### src/rtl/aes_pkg.sv
`default_nettype none
package aes_pkg;

  localparam int BlockBytes = 16;
  localparam int KeyWordCount = 4;
  localparam int RoundKeyDepth = 30;
  localparam int RkAddrW = 5;
  localparam int RoundW = 4;
  localparam int CfgIdxW = 3;

  localparam logic [CfgIdxW-1:0] CFG_KEY_SIZE = 3'd0;
  localparam logic [CfgIdxW-1:0] CFG_KEY_W0 = 3'd1;
  localparam logic [CfgIdxW-1:0] CFG_KEY_W3 = 3'd4;

  localparam logic [1:0] KEY_128 = 2'd0;
  localparam logic [1:0] KEY_192 = 2'd1;

  // controller to datapath
  typedef struct packed {
    logic capture;   // take the block at the input beat
    logic load;      // add first round key
    logic round;     // run one cipher round
    logic last;      // final round (no mix columns)
    logic dec;       // inverse cipher
    logic ke_start;  // begin key expansion
    logic ke_step;   // one expanded word
  } aes_cmd_t;

  // datapath to controller
  typedef struct packed {
    logic ke_done;
  } aes_sts_t;

  function automatic logic [7:0] xt(input logic [7:0] a);
    xt = {a[6:0], 1'b0} ^ (a[7] ? 8'h1b : 8'h00);
  endfunction

  function automatic logic [7:0] gmul(input logic [7:0] a, input logic [7:0] b);
    logic [7:0] p;
    logic [7:0] x;
    p = 8'h00;
    x = a;
    for (int i = 0; i < 8; i++) begin
      if (b[i]) p = p ^ x;
      x = xt(x);
    end
    gmul = p;
  endfunction

  function automatic logic [7:0] ginv(input logic [7:0] x);
    logic [7:0] p;
    logic [7:0] r;
    p = x;
    r = 8'h01;
    for (int i = 1; i < 8; i++) begin
      p = gmul(p, p);
      r = gmul(r, p);
    end
    ginv = r;
  endfunction

  function automatic logic [7:0] rl8(input logic [7:0] v, input int n);
    rl8 = (v << n) | (v >> (8 - n));
  endfunction

  // S-box tables, built at elaboration from the field inverse
  function automatic logic [7:0] sbox_calc(input logic [7:0] x);
    logic [7:0] y;
    y = ginv(x);
    sbox_calc = y ^ rl8(y, 1) ^ rl8(y, 2) ^ rl8(y, 3) ^ rl8(y, 4) ^ 8'h63;
  endfunction

  function automatic logic [7:0] isbox_calc(input logic [7:0] s);
    isbox_calc = ginv(rl8(s, 1) ^ rl8(s, 3) ^ rl8(s, 6) ^ 8'h05);
  endfunction

  typedef logic [7:0] sbox_tab_t [256];

  function automatic sbox_tab_t mk_sbox(input logic inv);
    sbox_tab_t t;
    for (int i = 0; i < 256; i++)
      t[i] = inv ? isbox_calc(8'(i)) : sbox_calc(8'(i));
    mk_sbox = t;
  endfunction

  localparam sbox_tab_t SBOX = mk_sbox(1'b0);
  localparam sbox_tab_t ISBOX = mk_sbox(1'b1);

  function automatic logic [31:0] sub_word(input logic [31:0] w);
    sub_word = {SBOX[w[31:24]], SBOX[w[23:16]], SBOX[w[15:8]], SBOX[w[7:0]]};
  endfunction

endpackage
`default_nettype wire

### src/rtl/aes_ctrl.sv
`default_nettype none
module aes_ctrl
  import aes_pkg::*;
(
  input  wire logic       clk,
  input  wire logic       rst_n,
  input  wire logic       cfg_we,
  input  wire logic [CfgIdxW-1:0] cfg_idx,
  input  wire logic [1:0] key_size,
  input  wire logic       in_valid,
  input  wire logic       in_dec,
  output logic            in_ready,
  output logic            out_valid,
  input  wire logic       out_ready,
  input  wire aes_sts_t   sts,
  output aes_cmd_t        cmd,
  output logic [3:0]      rnd
);

  typedef enum logic [2:0] {S_IDLE, S_KEXP, S_KEND, S_LOAD, S_RUN, S_OUT} st_t;

  st_t        st_r, st_nxt;
  logic       ready_keys_r, ready_keys_nxt;
  logic       dec_r, dec_nxt;
  logic [3:0] rnd_r, rnd_nxt;
  logic [3:0] nr;

  assign nr = (key_size == KEY_128) ? 4'd10 : (key_size == KEY_192) ? 4'd12 : 4'd14;

  assign in_ready  = (st_r == S_IDLE);
  assign out_valid = (st_r == S_OUT);
  // round key number for the next cycle (store read is registered)
  assign rnd = (st_nxt == S_LOAD) ? (dec_nxt ? nr : 4'd0) : rnd_nxt;

  always_comb begin
    cmd = '0;
    cmd.dec = dec_r;
    case (st_r)
      S_KEXP: cmd.ke_step = 1'b1;
      S_LOAD: cmd.load = 1'b1;
      S_RUN: begin
        cmd.round = 1'b1;
        cmd.last  = dec_r ? (rnd_r == 4'd0) : (rnd_r == nr);
      end
      default: ;
    endcase
    if (st_r == S_IDLE && in_valid) cmd.capture = 1'b1;
    if (st_r == S_IDLE && in_valid && !ready_keys_r) cmd.ke_start = 1'b1;
  end

  always_comb begin
    st_nxt = st_r;
    ready_keys_nxt = ready_keys_r;
    dec_nxt = dec_r;
    rnd_nxt = rnd_r;
    case (st_r)
      S_IDLE: if (in_valid) begin
        dec_nxt = in_dec;
        st_nxt  = ready_keys_r ? S_LOAD : S_KEXP;
      end
      S_KEXP: if (sts.ke_done) begin
        ready_keys_nxt = 1'b1;
        st_nxt = S_KEND;
      end
      // last round key pair lands in the store; read it next cycle
      S_KEND: st_nxt = S_LOAD;
      S_LOAD: begin
        rnd_nxt = dec_r ? nr - 4'd1 : 4'd1;
        st_nxt  = S_RUN;
      end
      S_RUN: begin
        if (cmd.last) st_nxt = S_OUT;
        else rnd_nxt = dec_r ? rnd_r - 4'd1 : rnd_r + 4'd1;
      end
      S_OUT: if (out_ready) st_nxt = S_IDLE;
      default: st_nxt = S_IDLE;
    endcase
    if (cfg_we && cfg_idx <= CFG_KEY_W3) ready_keys_nxt = 1'b0;
  end

  always_ff @(posedge clk) begin
    if (!rst_n) begin
      st_r <= S_IDLE;
      ready_keys_r <= 1'b0;
      dec_r <= 1'b0;
      rnd_r <= '0;
    end else begin
      st_r <= st_nxt;
      ready_keys_r <= ready_keys_nxt;
      dec_r <= dec_nxt;
      rnd_r <= rnd_nxt;
    end
  end

endmodule
`default_nettype wire

### config.mk
export PLATFORM = sky130hd
export DESIGN_NAME = aes_ctrl
export DESIGN_NICKNAME = d
export VERILOG_FILES = /design/src/rtl/aes_pkg.sv /design/src/rtl/aes_ctrl.sv
export SDC_FILE = /design/constraint.sdc
export NUM_CORES = 1
export LEC_CHECK = 0
export ABC_CLOCK_PERIOD_IN_PS = 2500
export BUFFER_PORTS_ARGS = -buffer_cell sky130_fd_sc_hd__buf_2
export CAP_MARGIN = 5
export CORE_UTILIZATION = 40
export CTS_CLUSTER_SIZE = 20
export DETAILED_ROUTE_END_ITERATION = 8
export PLACE_DENSITY = 0.75
export SLEW_MARGIN = 25
export SYNTH_ARGS = -nofsm -noshare
export SYNTH_HDL_FRONTEND = slang
export SYNTH_SLANG_ARGS = --single-unit
### constraint.sdc
create_clock -name clk -period 2.5 [get_ports clk]
set_input_delay 0.375 -clock clk [delete_from_list [all_inputs] [get_ports clk]]
set_output_delay 0.375 -clock clk [all_outputs]
set_load 0.02 [all_outputs]
==> reports/results.txt, run 1 <==
RSZ-0062 raised after global routing -> false
Flop pwr share -> 40.5%
CP Launch Point -> dec_r
worst-path cell chain -> ha_4 -> nand3_1 -> and3_1 -> or3_1 -> o311a_4 -> mux2i_4 -> buf_4
final hold vios -> 0
placement row count -> 15
most common cell after layout, fill and taps aside -> buf_2
filler instances -> 182
largest net degree at the start of global routing -> 12
WP data required -> 2.12 ns
Multi-input gate area -> 590.6 um2
mapped cell area -> 815.8 um2
Synth cell types -> 37
P_int -> 0.0002686 W
met2 wire length -> 904 um
Root Driver -> clkbuf_4
worst path bufs/invs -> 1
Sw Share -> 34.58%
die width -> 47.16 um
antenna cells -> 0
Data arrival, critical path -> 2.01 ns
layout cells sized above 1 -> 36.07%
CP max-delay cell -> dfxtp_4
total power -> 0.0004107 W
Vias -> 767
Tmin final -> 2.385 ns
VDD IR max -> 0.2857 mV
Sink Count -> 9
register area share after synthesis -> 22.09%
flip-flop and latch count after synthesis -> 9
hpwl dp -> 1.453 mm
combinational share of power -> 31.1%
Highest Signal Layer -> met4
area grow syn2layout -> 21.78%
I/O pins -> 25
DR pass1 iterations -> 4
count of pins over their slew limit -> 0
Max Root-Sink Buffers -> 2
Storage cell area -> 188.9 um2
Slew @ Worst Pin -> 0.4428 ns
Cells after Synth -> 98
Switching Power -> 0.0001420 W
Pleak -> 0.4922 nW
first-pass GRT wire length -> 3.249 mm
Syn. warnings -> 0
initial antenna violation count -> 0
startpoint types -> flop
DR iter-0 viols -> 22
slew margin rel. -> 69.64%
DR vias/cell -> 5.218
final period utilization -> 95.38%
clock share of power -> 28.4%
fin nets -> 138
crit end category -> primary output
worst r2r src -> dec_r
Hold Crit Start -> cfg_we
drc violations -> 0
gr usage total -> 20.69%
Max Fclk -> 0.4194 GHz
post-synthesis area per instance -> 8.324 um2
Layout Skew -> 0.001756 ns
die area -> 2224 um2
Port Buffers -> 24
Wirelength per Cell -> 12.65 um
Synth Net Count -> 113
Clk pin slew, worst setup/hold paths -> 0.07 ns
met1 wire length -> 866 um
final core utilization -> 54.57%
most frequent cells in the layout -> 23 x buf_2, 9 x nor2_1, 7 x and2_1
global-route congestion overflow total -> 0
power density over the cells -> 413.4 nW/um2
slowest cell delay on critical path -> 0.38 ns
remaining antenna violation count -> 0
Max Cap Viol -> 0
TritonCTS clock tree -> done
wire length on met3 -> 72 um
delay-heaviest family, CP -> simple AND/OR/NAND/NOR gates
vias in the first global route -> 717
# Post-CTS Setup Buffers -> 0
GP Congestion -> 0.8337
CORE AREA -> 1821 um2
Die Y-Extent -> 47.16 um
status -> finished clean
Routed WL -> 1.859 mm
crit path max fanout -> 8
H-Tree Depth -> 1
WS Path Type -> reg -> out
later-pin clock latency in the skew report -> 0.26 ns
final setup vio count -> 0
Hold Crit Class -> in -> reg
sum of negative setup slack -> 0 ns
initial core utilization -> 44.81%
CTS Buf Count -> 3
cell usage after synthesis, drive strengths merged:
library cell / count / area (um2)
dfxtp: 9 / 180.2
nor2: 9 / 33.78
a21oi: 7 / 38.79
and2: 7 / 43.79
mux2i: 7 / 82.58
and3: 5 / 31.28
inv: 5 / 18.77
nand2: 5 / 18.77
nor2b: 5 / 31.28
buf: 4 / 35.03
nor3: 4 / 20.02
o21ai: 3 / 18.77
or3: 3 / 18.77
a211oi: 2 / 15.01
a21o: 2 / 15.01
a2bb2oi: 2 / 17.52
clkbuf: 2 / 7.510
ha: 2 / 25.02
xor2: 2 / 17.52
and2b: 1 / 8.760
fa: 1 / 20.02
nand3: 1 / 5.000
nand3b: 1 / 7.510
nor4: 1 / 6.260
nor4bb: 1 / 10.01
o21a: 1 / 7.510
o221ai: 1 / 8.760
o311a: 1 / 21.27
o311ai: 1 / 26.28
o31ai: 1 / 7.510
or2: 1 / 6.260
or3b: 1 / 11.26
cell families after synthesis:
logic type | count (synthesis) | synth area share [%]
flops | 9 | 22.09
fa+ha+maj | 3 | 5.521
buf+inv | 11 | 7.515
simple gates | 45 | 30.98
compound gates | 21 | 21.63
xor+xnor | 2 | 2.148
mux | 7 | 10.12
per-layer routing:
layer  vias to the layer above  global-route usage, %
met5                         -                      0
met4                         0                  5.143
met3                         2                  2.308
met2                        19                  34.44
met1                       350                  28.44
li1                        396                      -
worst min-delay path: stages:
cell,delay [ns]
buf_2,0.07
nand2_1,0.04
nand2_1,0.05
nor2_1,0.04
repair_timing:
| action | CTS | global route |
|---|---|---|
| resized for setup | 3 | 6 |
| hold buffers | 0 | 0 |
| endpoints found under the hold margin | 0 | 0 |
| endpoints found under the setup margin | 1 | 4 |
| pin swaps | 0 | 0 |
metrics by stage:
| stage | cells | instance area [um2] | worst slack, ns | hold slack [ns] |
|---|---|---|---|---|
| 6_report | 147 | 993.5 | 0.1154 | 0.3624 |
| 2_1_floorplan | 98 | 815.8 | 0.2733 | 0.4594 |
| 3_3_place_gp | 143 | 939.7 | 0.3000 | 0.4892 |
| 5_1_grt | 147 | 993.5 | 0.01574 | 0.3733 |
| 3_5_place_dp | 143 | 939.7 | 0.2175 | 0.5050 |
| 4_1_cts | 147 | 972.2 | 0.007875 | 0.3609 |
state kept, by name, indices dropped and copies added, names as in the netlist:
name and cells:
rnd_r 4, st_r 3, dec_r 1, ready_keys_r 1
layout make-up:
class | instances | area share (%)
clock buffers | 4 | 2.645
inverters | 5 | 1.889
multi-input cells | 78 | 59.45
flip-flops and latches | 9 | 19.02
well taps | 25 | 3.149
repair buffers | 26 | 13.85
power groups by stage:
stage	logic [W]	clock network, W	registers, W
after floorplan	0.000102	0	0.000160
after global placement	0.000124	0	0.000168
after detailed placement	0.000126	0	0.000168
after CTS	0.000127	0.000120	0.000165
after global routing	0.000142	0.000128	0.000169
final	0.000128	0.000116	0.000166
worst paths after layout:
kind / to / slack [ns] / cells after the start
worst max-delay path: rnd[3] / 0.12 / 7
worst min register to register: ready_keys_r / 0.51 / 2
worst min-delay path: ready_keys_r / 0.36 / 4
worst max register to register: rnd_r[3] / 0.86 / 6
No activity file was read; power rests on OpenSTA's default activity.
==> run 2: changes to the inputs <==
CAP_MARGIN = 20   (was 5)
REMOVE_ABC_BUFFERS = 1   (was unset)
==> run 2 against run 1 <==
Via count grew 4.3%. Largest cell class unchanged. Worst setup slack lost 0.041 ns. Maximum frequency shrank 1.7%. Die area is the same. Sequential power is essentially flat. Critical path type unchanged. Highest routed layer unchanged. Combinational power grew 3%.
==> reports/results.txt, run 2 (same netlist as run 1, synthesis figures left out) <==
CORE AREA -> 1821 um2 (unchanged)
global-route congestion overflow total -> 0 (unchanged)
Data arrival, critical path -> 2.05 ns (+0.04 ns)
Pleak -> 0.4908 nW (-0.29%)
slew margin rel. -> 64.74% (-4.9 points)
hpwl dp -> 1.457 mm (+0.30%)
die width -> 47.16 um (unchanged)
number of flip-flops in the largest register -> 4 (unchanged)
placement row count -> 15 (unchanged)
TritonCTS clock tree -> done
die area -> 2224 um2 (unchanged)
DR iter-0 viols -> 18 (-18%)
Area after DPL -> 939.7 um2 (unchanged)
Routed WL -> 1.899 mm (+2.2%)
# placed instances -> 143 (unchanged)
Slew @ Worst Pin -> 0.5142 ns (+0.07143 ns)
fin nets -> 138 (unchanged)
later-pin clock latency in the skew report -> 0.27 ns (about the same)
Storage cell area -> 188.9 um2 (unchanged)
P_int -> 0.0002664 W (-0.85%)
Flop pwr share -> 39.9% (-0.6 points)
clock share of power -> 28.1% (-0.3 points)
final period utilization -> 97.02% (+1.6 points)
first-pass GRT wire length -> 3.139 mm (-3.4%)
total power -> 0.0004134 W (+0.67%)
Sw Share -> 35.57% (+0.99 points)
final core utilization -> 55.12% (+0.55 points)
power density over the cells -> 412.0 nW/um2 (-0.33%)
H-Tree Depth -> 1 (unchanged)
DR vias/cell -> 5.442 (+4.3%)
VDD IR max -> 0.4463 mV (+56%)
count of pins over their slew limit -> 0 (unchanged)
initial core utilization -> 44.81% (unchanged)
crit end category -> primary output
largest net degree at the start of global routing -> 12 (unchanged)
I/O pins -> 25 (unchanged)
combinational share of power -> 32.0% (+0.9 points)
Largest Register -> rnd_r
Sink Count -> 9 (unchanged)
biggest registers after layout -> rnd_r: 4 flops, st_r: 3 flops
most frequent cells in the layout -> 24 x buf_2, 9 x nor2_1, 7 x and2_1
remaining antenna violation count -> 0 (unchanged)
layout cells sized above 1 -> 37.70% (+1.6 points)
Port Buffers -> 24 (unchanged)
filler instances -> 179 (-1.6%)
DR pass1 iterations -> 4 (unchanged)
Vias -> 800 (+4.3%)
Die Y-Extent -> 47.16 um (unchanged)
crit path max fanout -> 11 (+3)
WS Path Type -> reg -> out
# Post-CTS Setup Buffers -> 0 (unchanged)
status -> finished clean
Switching Power -> 0.0001471 W (+3.6%)
Root Driver -> clkbuf_4
vias in the first global route -> 706 (-1.5%)
Wirelength per Cell -> 12.92 um (+2.2%)
Tmin final -> 2.426 ns (+0.04100 ns)
most common cell after layout, fill and taps aside -> buf_2
initial antenna violation count -> 0 (unchanged)
drc violations -> 0 (unchanged)
area grow syn2layout -> 23.01%
Max Fclk -> 0.4123 GHz (-1.7%)
Layout Skew -> 0.01310 ns (+0.01135 ns)
antenna cells -> 0 (unchanged)
reg2reg path depth -> 6 (unchanged)
post-route insts no fill -> 147 (unchanged)
hold path depth -> 4 (unchanged)
Hold Crit Class -> in -> reg
Multi-input gate area -> 601.8 um2 (+1.9%)
Max Cap Viol -> 0 (unchanged)
post-route cell area -> 1003 um2 (+1.0%)
gr usage total -> 19.98% (-0.71 points)
WP data required -> 2.12 ns (about the same)
Max Root-Sink Buffers -> 2 (unchanged)
CTS Buf Count -> 3 (unchanged)
final hold vios -> 0 (unchanged)
GP Congestion -> 0.8525 (+2.3%)
Clk pin slew, worst setup/hold paths -> 0.07 ns (about the same)
final setup vio count -> 0 (unchanged)
startpoint types -> flop
run 2: cell types whose count changed in the layout (fill, tap and decap cells not counted), sizes merged:
cell    before  now
clkbuf       4    3
clkinv       0    1
run 2: repair_timing:
action,CTS,global route
resized for setup,2,8
hold buffers,0,0
endpoints found under the setup margin,1,3
run 2: worst paths after layout:
kind                                     end  slack (ns)         start
worst max register to register      rnd_r[2]        0.83         dec_r
worst max-delay path                  rnd[3]        0.07       st_r[2]
worst min register to register  ready_keys_r        0.51  ready_keys_r
worst min-delay path            ready_keys_r        0.35        cfg_we
run 2: final cells by class:
| type | instances | area share, % |
|---|---|---|
| multi-input cells | 78 | 59.98 |
| flip-flops and latches | 9 | 18.83 |
| repair buffers | 26 | 13.47 |
| well taps | 25 | 3.117 |
| clock buffers | 3 | 2.244 |
| inverters | 5 | 1.870 |
| clock inverters | 1 | 0.4988 |
run 2: power by group through the flow:
| stage | Clock [W] | Combinational (W) | Sequential (W) |
|---|---|---|---|
| 2_1_floorplan | 0 | 0.0000822 | 0.000169 |
| 3_3_place_gp | 0 | 0.000127 | 0.000167 |
| 4_1_cts | 0.000115 | 0.000129 | 0.000164 |
| 3_5_place_dp | 0 | 0.000128 | 0.000167 |
| 6_report | 0.000116 | 0.000132 | 0.000165 |
| 5_1_grt | 0.000127 | 0.000146 | 0.000167 |
run 2: per-layer routing:
layer  wire [um]  up-vias  GRT usage (%)  part of all wire [%]
met4          14        0          5.143                  0.74
li1            -      395              -                     -
met2         878       24          31.94                    46
met1         923      379          27.52                    49
met3          83        2          3.846                   4.4
met5           0        -              0                     0
run 2: per-stage QoR:
step,hold slack (ns),setup slack [ns],TNS [ns]
2_1_floorplan,0.4594,0.1241,0
3_3_place_gp,0.4986,0.2700,0
3_5_place_dp,0.5002,0.2489,0
4_1_cts,0.3578,0.01222,0
5_1_grt,0.3919,-0.003108,-0.003108
6_report,0.3485,0.07442,0
run 2: worst max-delay path: stages, from the launching register on:
cell	delay [ns]
dfxtp_4	0.40
or3b_4	0.42
a21oi_2	0.16
o21ai_4	0.11
o311a_4	0.38
mux2i_4	0.12
buf_2	0.18
